==> src/rtl/bmle_pkg.sv <==
// ----------------------------------------------------------------------------
// bmle_pkg
// shared constants, codes and the command type of the bank member list engine
// ----------------------------------------------------------------------------
package bmle_pkg;

    localparam int BANKS_DEF = 256;
    localparam int SLOTS_DEF = 64;
    localparam int QUEUE_DEPTH = 2;

    localparam int OP_W = 3;
    localparam int BANK_W = 8;
    localparam int POS_W = 6;
    localparam int CH_W = 12;
    localparam int MEM_W = 13;
    localparam int VAL_W = 13;
    localparam int ST_W = 2;
    localparam int BIU_W = 9;
    localparam int IN_W = 48;
    localparam int OUT_W = 16;
    localparam int CFG_W = 12;

    localparam logic [OP_W-1:0] OP_INSERT = 3'd0;
    localparam logic [OP_W-1:0] OP_DELETE = 3'd1;
    localparam logic [OP_W-1:0] OP_COMPACT = 3'd2;
    localparam logic [OP_W-1:0] OP_READ = 3'd3;
    localparam logic [OP_W-1:0] OP_COUNT = 3'd4;
    localparam logic [OP_W-1:0] OP_OPEN = 3'd5;
    localparam logic [OP_W-1:0] OP_CLOSE = 3'd6;
    localparam logic [OP_W-1:0] OP_RESERVED = 3'd7;

    localparam logic [ST_W-1:0] ST_OK = 2'd0;
    localparam logic [ST_W-1:0] ST_RANGE = 2'd1;
    localparam logic [ST_W-1:0] ST_INVALID = 2'd2;
    localparam logic [ST_W-1:0] ST_VALID = 2'd3;

    localparam logic [0:0] REG_BANKS_IN_USE = 1'd0;
    localparam logic [0:0] REG_CHANNELS_IN_USE = 1'd1;

    typedef struct packed {
        logic [OP_W-1:0]   op;
        logic              err;
        logic [BANK_W-1:0] bank;
        logic [POS_W-1:0]  pos;
        logic [MEM_W-1:0]  d1;
        logic [MEM_W-1:0]  m1;
    } cmd_t;

endpackage

==> src/rtl/bmle_front.sv <==
// ----------------------------------------------------------------------------
// bmle_front
// accepts items, range checks them and hands commands to the queue
// ----------------------------------------------------------------------------
module bmle_front
    import bmle_pkg::*;
#(
    parameter int BANKS = BANKS_DEF,
    parameter int SLOTS = SLOTS_DEF
)
(
    input  logic              s_tvalid,
    output logic              s_tready,
    input  logic [IN_W-1:0]   s_tdata,   // op, bank, position, channel, moved_channel
    input  logic [BIU_W-1:0]  banks_in_use,
    input  logic [CH_W-1:0]   channels_in_use,
    input  logic              q_full,
    input  logic              clearing,
    output logic              q_push,
    output cmd_t              q_cmd
);

    logic [OP_W-1:0]   op;
    logic [BANK_W-1:0] bank;
    logic [POS_W-1:0]  pos;
    logic [CH_W-1:0]   ch;
    logic [CH_W-1:0]   mv;
    logic              bank_ok;
    logic              pos_ok;
    logic              err;

    assign op = s_tdata[2:0];
    assign bank = s_tdata[10:3];
    assign pos = s_tdata[16:11];
    assign ch = s_tdata[28:17];
    assign mv = s_tdata[40:29];

    assign bank_ok = ({1'b0, bank} < banks_in_use) && (32'(bank) < BANKS);
    assign pos_ok = 32'(pos) < SLOTS;

    always_comb
    begin
        err = 1'b0;
        case (op)
            OP_COMPACT:
            begin
                err = 1'b0;
            end
            OP_OPEN, OP_CLOSE, OP_COUNT:
            begin
                err = !bank_ok;
            end
            OP_INSERT:
            begin
                err = !bank_ok || !pos_ok || (ch >= channels_in_use);
            end
            OP_DELETE, OP_READ:
            begin
                err = !bank_ok || !pos_ok;
            end
            default:
            begin
                err = 1'b1;
            end
        endcase
    end

    assign s_tready = !q_full && !clearing;
    assign q_push = s_tvalid && s_tready;

    always_comb
    begin
        q_cmd.op = op;
        q_cmd.err = err;
        q_cmd.bank = bank;
        q_cmd.pos = pos;
        q_cmd.d1 = {1'b0, ch} + 13'd1;
        q_cmd.m1 = {1'b0, mv} + 13'd1;
    end

endmodule

==> config.mk <==
export PLATFORM = sky130hd
export DESIGN_NAME = bmle_front
export DESIGN_NICKNAME = d
export VERILOG_FILES = /design/src/rtl/bmle_pkg.sv /design/src/rtl/bmle_front.sv
export SDC_FILE = /design/constraint.sdc
export NUM_CORES = 1
export LEC_CHECK = 0
export ABC_AREA = 0
export BUFFER_PORTS_ARGS = -buffer_cell sky130_fd_sc_hd__buf_2
export CAP_MARGIN = 40
export CORE_ASPECT_RATIO = 0.8
export CORE_MARGIN = 2
export CORE_UTILIZATION = 39
export DETAILED_ROUTE_END_ITERATION = 8
export PLACE_DENSITY = 0.9
export RECOVER_POWER = 50
export SLEW_MARGIN = 30
export SYNTH_ARGS = -nofsm -noshare
export SYNTH_HDL_FRONTEND = slang
export SYNTH_SLANG_ARGS = --single-unit
==> constraint.sdc <==
create_clock -name vclk -period 4.8
set_input_delay 0.96 -clock vclk [all_inputs]
set_output_delay 0.96 -clock vclk [all_outputs]
set_load 0.03 [all_outputs]
==> results.toml <==
[status]
status = "finished clean"

[global_routing]
grt_usage_pct = 15.80
overflow = 0
grt_pass1_wl_um = 4353
grt_pass1_vias = 1084
grt_max_degree = 6
antenna_found_initial = 0

[power_and_ir_drop]
p_leak_nw = 0.8273
power.density_nw_per_um2 = 100.1
vdd_drop_max_uv = 50.43

[synth]
synth.area.top_cells = "ha_1, buf_4, xnor2_1, inv_1, xor2_1"
ys_warn_count = 0
synthCells = 146
synth_most_common_cell = "inv_1"
synth_top_cell_by_area = "ha_1"
seq_area_frac_synth_pct = 0
syn_area_per_cell_um2 = 7.293
synth_common_cells = "inv_1, ha_1, buf_4"
netlist_area_um2 = 1065
synthesis.nets = 239
yosysTopAreaCellShare_pct = 24.68
ys_types = 31

[floorplanning]
num_rows = 16
initial_core_util_pct = 42.21
dieArea_um2 = 3167
fp.dieW_um = 62.42
num_io_pins = 118
core_area_um2 = 2522
die_h_um = 50.74

[sta]
min_period_ns = 3.406
max_slew_margin_pct = 75.08
final-setup-viol-count = 0
tns_ns = 0
fmaxAchievable_mhz = 293.6
drv_slew = 0
tightestPinTransition_ns = 0.3643
rsz0062_at_grt = "false"
hold_viol = 0
min_period_over_period_pct = 70.95

[worst_setup_path]
path_class = "primary input to output pin"
cp_top_family = "compound AO/OA/AOI/OAI gates"
slowest_stage = "a2111oi_0"
cp_cell_sequence = "buf_2, inv_1, ha_1, nand2b_1, a2111oi_0, a21oi_1, a21oi_1, o2111ai_1, buf_2"
crit_path_max_incr_delay_ns = 0.40
cp_max_fo = 4
critical_path_buf_inv_count = 3
setup.worst_path.end_class = "output pin"
arrival_ns = 2.45
critPathLaunchType = "primary input"
cp.required_ns = 3.84

[detailed_routing]
vias_per_cell = 4.567
ant_nets = 0
num_vias = 1201
totalWireLength_um = 2567
drc = 0
dr.first_iter.drc_count = 29
avgRoutedWirePerCell_um = 9.760
drt_pass1_iterations = 4

[layout]
diodes = 0
area_delta_synth_final_pct = 36.08
area.sequential_um2 = 0
design.seq.count = 0
nClkBuffers = 0
final_cell_area_um2 = 1449
drive_gt1_share_pct = 40.53
nets = 322

[clock_tree]
cts_resized = 0
post_cts_buffers = 0
ctsHoldBuffers = 0

[placement]
place_hpwl_um = 2407
io_buffers = 99
gp_congestion = 0.7320
place_area_um2 = 1470

[min_path]
min_path_type = "primary input to output pin"

[run]
maxCapViolCount = 0
[per-stage QoR]
step / utilization [%] / hold slack [ns] / setup slack (ns) / total power, mW / std cells
floorplan: - / 2.030 / 1.444 / 0.1065 / 146
global placement: 58.28 / 1.920 / 1.410 / 0.1453 / 263
detailed placement: 58.28 / 1.920 / 1.412 / 0.1482 / 263
CTS: 58.28 / 1.920 / 1.401 / 0.1487 / 263
global route: 57.44 / 1.920 / 1.223 / 0.1606 / 263
finish: 57.44 / 1.920 / 1.394 / 0.1451 / 263
[worst paths after layout]
kind	slack, ns	endpoint	depth (start not counted)	startpoint
setup / recovery	1.39	q_cmd[40]	9	s_tdata[17]
hold / removal	1.92	q_cmd[30]	0	s_tdata[15]
[layout by cell type, fill, tap and decap left out, types with 3 or more instances in the layout]
cell type  count
a21oi_1        7
and3_1         3
buf_2         82
clkbuf_1      17
ha_1          21
inv_1         22
nand2_1        9
nand2b_1       3
nand3_1       10
nand3_2        3
nor2_1         4
xnor2_1       13
xor2_1         7
[layer usage]
metal,up-vias,part of all wire (%),global-route usage [%]
li1,644,-,-
met1,516,43,19.02
met2,41,51,32.26
met3,0,6.2,1.121
met4,0,0,0.3704
met5,-,0,0
[cells by family (layout without fill, tap and decap cells)]
logic type	after synthesis	count (layout)	share of synthesized area, %
AO/OA/AOI/OAI	18	18	11.05
adder cells (fa/ha/maj)	21	21	24.68
AND/OR/NAND/NOR	47	47	27.38
XOR/XNOR	20	20	16.45
buffers and inverters	40	121	20.45
[where the power goes]
| part | switching [mW] | internal (mW) | leakage [nW] |
|---|---|---|---|
| clock | 0 | 0 | 0 |
| combinational | 0.0906 | 0.0544 | 0.827 |
| sequential | 0 | 0 | 0 |
| total | 0.0906 | 0.0544 | 0.827 |
[area by class of cell]
| type | instances | area [um2] |
|---|---|---|
| multi-input cells | 106 | 847.1 |
| repair buffers | 99 | 474.2 |
| well taps | 36 | 45.04 |
| fillers | 270 | 1074 |
| inverters | 22 | 82.58 |
Power figures use the tool's default switching activity.
