==> src/rtl/bmle_pkg.sv <==
// ----------------------------------------------------------------------------
// bmle_pkg
// shared constants, codes and the command type of the bank member list engine
// ----------------------------------------------------------------------------
package bmle_pkg;

    localparam int BANKS_DEF = 256;
    localparam int SLOTS_DEF = 64;
    localparam int QUEUE_DEPTH = 2;

    localparam int OP_W = 3;
    localparam int BANK_W = 8;
    localparam int POS_W = 6;
    localparam int CH_W = 12;
    localparam int MEM_W = 13;
    localparam int VAL_W = 13;
    localparam int ST_W = 2;
    localparam int BIU_W = 9;
    localparam int IN_W = 48;
    localparam int OUT_W = 16;
    localparam int CFG_W = 12;

    localparam logic [OP_W-1:0] OP_INSERT = 3'd0;
    localparam logic [OP_W-1:0] OP_DELETE = 3'd1;
    localparam logic [OP_W-1:0] OP_COMPACT = 3'd2;
    localparam logic [OP_W-1:0] OP_READ = 3'd3;
    localparam logic [OP_W-1:0] OP_COUNT = 3'd4;
    localparam logic [OP_W-1:0] OP_OPEN = 3'd5;
    localparam logic [OP_W-1:0] OP_CLOSE = 3'd6;
    localparam logic [OP_W-1:0] OP_RESERVED = 3'd7;

    localparam logic [ST_W-1:0] ST_OK = 2'd0;
    localparam logic [ST_W-1:0] ST_RANGE = 2'd1;
    localparam logic [ST_W-1:0] ST_INVALID = 2'd2;
    localparam logic [ST_W-1:0] ST_VALID = 2'd3;

    localparam logic [0:0] REG_BANKS_IN_USE = 1'd0;
    localparam logic [0:0] REG_CHANNELS_IN_USE = 1'd1;

    typedef struct packed {
        logic [OP_W-1:0]   op;
        logic              err;
        logic [BANK_W-1:0] bank;
        logic [POS_W-1:0]  pos;
        logic [MEM_W-1:0]  d1;
        logic [MEM_W-1:0]  m1;
    } cmd_t;

endpackage

==> src/rtl/bmle_fifo.sv <==
// ----------------------------------------------------------------------------
// bmle_fifo
// short command queue between the front and the back
// ----------------------------------------------------------------------------
module bmle_fifo
    import bmle_pkg::*;
#(
    parameter int DEPTH = QUEUE_DEPTH
)
(
    input  logic clk,
    input  logic rst_n,
    input  logic push,
    input  cmd_t din,
    output logic full,
    input  logic pop,
    output cmd_t dout,
    output logic empty
);

    localparam int PW = (DEPTH > 1) ? $clog2(DEPTH) : 1;
    localparam int CW = $clog2(DEPTH + 1);

    cmd_t          buf_reg [DEPTH];
    logic [PW-1:0] wp_reg;
    logic [PW-1:0] wp_next;
    logic [PW-1:0] rp_reg;
    logic [PW-1:0] rp_next;
    logic [CW-1:0] cnt_reg;
    logic [CW-1:0] cnt_next;

    assign full = (cnt_reg == CW'(DEPTH));
    assign empty = (cnt_reg == '0);
    assign dout = buf_reg[rp_reg];

    always_comb
    begin
        wp_next = wp_reg;
        rp_next = rp_reg;
        cnt_next = cnt_reg;
        if (push)
        begin
            wp_next = (wp_reg == PW'(DEPTH - 1)) ? '0 : wp_reg + 1'b1;
        end
        if (pop)
        begin
            rp_next = (rp_reg == PW'(DEPTH - 1)) ? '0 : rp_reg + 1'b1;
        end
        if (push && !pop)
        begin
            cnt_next = cnt_reg + 1'b1;
        end
        else if (pop && !push)
        begin
            cnt_next = cnt_reg - 1'b1;
        end
    end

    always_ff @(posedge clk or negedge rst_n)
    begin
        if (!rst_n)
        begin
            wp_reg <= '0;
            rp_reg <= '0;
            cnt_reg <= '0;
        end
        else
        begin
            wp_reg <= wp_next;
            rp_reg <= rp_next;
            cnt_reg <= cnt_next;
        end
    end

    always_ff @(posedge clk)
    begin
        if (push)
        begin
            buf_reg[wp_reg] <= din;
        end
    end

endmodule

==> config.mk <==
export PLATFORM = sky130hd
export DESIGN_NAME = bmle_fifo
export DESIGN_NICKNAME = d
export VERILOG_FILES = /design/src/rtl/bmle_pkg.sv /design/src/rtl/bmle_fifo.sv
export SDC_FILE = /design/constraint.sdc
export NUM_CORES = 1
export LEC_CHECK = 0
export BUFFER_PORTS_ARGS = -buffer_cell sky130_fd_sc_hd__buf_2
export CORE_ASPECT_RATIO = 0.75
export CORE_UTILIZATION = 42
export CTS_CLUSTER_DIAMETER = 100
export DETAILED_ROUTE_END_ITERATION = 8
export GPL_TIMING_DRIVEN = 0
export MAX_ROUTING_LAYER = met4
export PLACE_DENSITY = 0.7
export SYNTH_ARGS = -nofsm -noshare
export SYNTH_HDL_FRONTEND = slang
export SYNTH_SLANG_ARGS = --single-unit
==> constraint.sdc <==
create_clock -name clk -period 3.35 [get_ports clk]
set_clock_uncertainty 0.05 [all_clocks]
set_input_delay 0.5025 -clock clk [delete_from_list [all_inputs] [get_ports clk]]
set_output_delay 0.5025 -clock clk [all_outputs]
set_load 0.01 [all_outputs]
==> out/qor.csv <==
metric;value;unit
wl_per_cell;14.8;um
routabilityCongestion;0.690;
hp-class;in2reg;
first_iter_violations;64;
via_per_inst;4.65;
diodes;0;
p_leak;1.84;nW
reg2reg_slack;1.72;ns
seqPwrFrac;41.3;%
core;8060;sq um
grt_first_pass_wirelength;8.56;mm
ys_ff_latch;92;
timing.fmax;496;MHz
p_total;0.00387;W
period_needed;2.01;ns
status;finished clean;
grt_pass1_vias;1766;
synthToLayoutAreaGrowth;26.8;%
synthesis.instances;153;
grt_util_all_layers;13.9;%
critPathArrivalTime;1.46;ns
postCtsSetupBuffers;0;
route.vias.total;1719;
dp_hpwl;3.64;mm
min_path_cells;1;
worst_pin_slew;0.707;ns
largest_reg_flops;88;
power_frac_comb;32.9;%
cts.sinks;92;
internal_power;0.00280;W
finalHoldViolations;0;
die_y;81.8;um
route.detailed.drc;0;
finalSetupViolCount;0;
ys_seq_area_share;77.0;%
max_cap_violations;0;
ant_nets;0;
io_pins;94;
antenna_found_initial;0;
clockBufferDepth;2;
die-area;8860;sq um
cts_tree;built;
slew_headroom;52.8;%
cts_root_buf;clkbuf_16;
cp.required;2.80;ns
crit_fanout;10;
place_area;4210;sq um
finalNetCount;309;
grt.overflow.total;0;
crit_path_start_kind;flop;
fin_ws;1.34;ns
power_density;856;nW/um^2
rsz0062_at_grt;no;
synth_warnings;0;
place_ws;1.46;ns
num-fill-cells;631;
grt_max_degree;24;
layout-drive-gt1-share;60.8;%
worst-setup-path-type;reg2out;
finalCritPeriodShare;60.1;%
avgSynthCellArea;23.3;sq um
numPortBuffers;93;
switching_power;0.00107;W
synth_area;3560;sq um
finalMaxSlewViolations;0;
cp-end-kind;output pin;
max-vdd-ir-drop;0.407;mV
cts_made_buffers;9;
drt-total-wl;5.49;mm
p_sw_share;27.6;%
htree_levels;3;
synthDistinctLibCells;13;
reg2reg_depth;2;
die_x;108;um
mappedNetlistNets;202;
final_area;4520;sq um
row_count;28;
clk_pin_slew;0.07;ns
whs;0.306;ns
clk_latency;0.33;ns
first_pass_iters;4;
clkPwrFrac;25.8;%
start_util;44.2;%
## cells by family after synthesis
kind of cell	count (synthesis)	synth area share, %
xor gates and xnor gates	5	1.23
adders and majority gates	1	0.351
buffers and inverters	6	2.67
DFF	92	77.0
muxes	44	18.0
and+or+nand+nor	5	0.738
## Yosys cell counts
library cell	count	area, sq um
dfrtp_1	4	100
and2_1	1	6.26
ha_1	1	12.5
nor2b_1	2	12.5
xnor2_1	1	8.76
inv_1	1	3.75
buf_6	1	11.3
mux2_2	5	56.3
xor2_1	4	35.0
buf_12	4	80.1
mux2_4	39	586
edfxtp_1	88	2640
nor2_1	2	7.51
## path summary, 6_finish.rpt
path	start	endpoint
setup reg to reg	wp_reg	buf_reg[0][0]
hold / removal	din[17]	buf_reg[0][17]
min in group asynchronous	rst_n	cnt_reg[1]
setup / recovery	rp_reg	dout[1]
max in group asynchronous	rst_n	rp_reg
hold reg to reg	cnt_reg[1]	cnt_reg[1]
## worst max-delay path, cell delays in order, from the launching register on
cell and delay [ns]:
dfrtp_1 0.34, buf_6 0.18, buf_12 0.16, mux2_4 0.31
buf_2 0.15
## repair_timing
action,CTS,global route
hold buffers,1,0
endpoints found under the hold margin,4,0
resized for setup,0,0
## metal layers
metal | up-vias | GRT usage (%) | wire length, um
met4 | 0 | 6.08 | 71
met1 | 820 | 16.6 | 2480
met2 | 78 | 20.6 | 2470
li1 | 812 | - | -
met5 | - | - | 0
met3 | 9 | 5.95 | 469
## metrics by stage
step                      utilization (%)  TNS (ns)  instances
after floorplan                         -         0        153
after global placement               51.6    -40.85        351
after detailed placement             52.2         0        353
after CTS                            56.1         0        370
after global routing                 56.1         0        370
final                                56.1         0        370
## cells in the final DEF, fill, tap and decap left out
cell,n
and2_2,1
buf_12,6
buf_2,93
buf_6,1
bufinv_16,1
clkbuf_16,9
clkinv_1,1
clkinv_2,1
clkinv_4,1
dfrtp_1,4
dlygate4sd3_1,1
edfxtp_1,88
ha_1,1
inv_1,1
inv_6,3
mux2_2,5
mux2_4,39
nor2_1,2
nor2b_1,1
nor2b_4,1
xnor2_1,1
xor2_1,4
## cell type report
cell class | count | area, sq um | share of cell area [%]
Sequential cell | 92 | 2740 | 60.7
Multi-Input combinational cell | 55 | 733 | 16.2
Timing Repair Buffer | 96 | 515 | 11.4
Clock buffer | 9 | 225 | 4.99
Tap cell | 105 | 131 | 2.91
Buffer | 5 | 91.3 | 2.02
Clock inverter | 7 | 73.8 | 1.63
Inverter | 1 | 3.75 | 0.0831
## power groups by stage
stage,sequential [W],clock [W],combinational (W)
after floorplan,0.00161,0,0.000894
after global placement,0.00163,0,0.00126
after detailed placement,0.00162,0,0.00130
after CTS,0.00160,0.00103,0.00130
after global routing,0.00162,0.00108,0.00138
final,0.00160,0.00100,0.00127
Power figures use the tool's default switching activity.
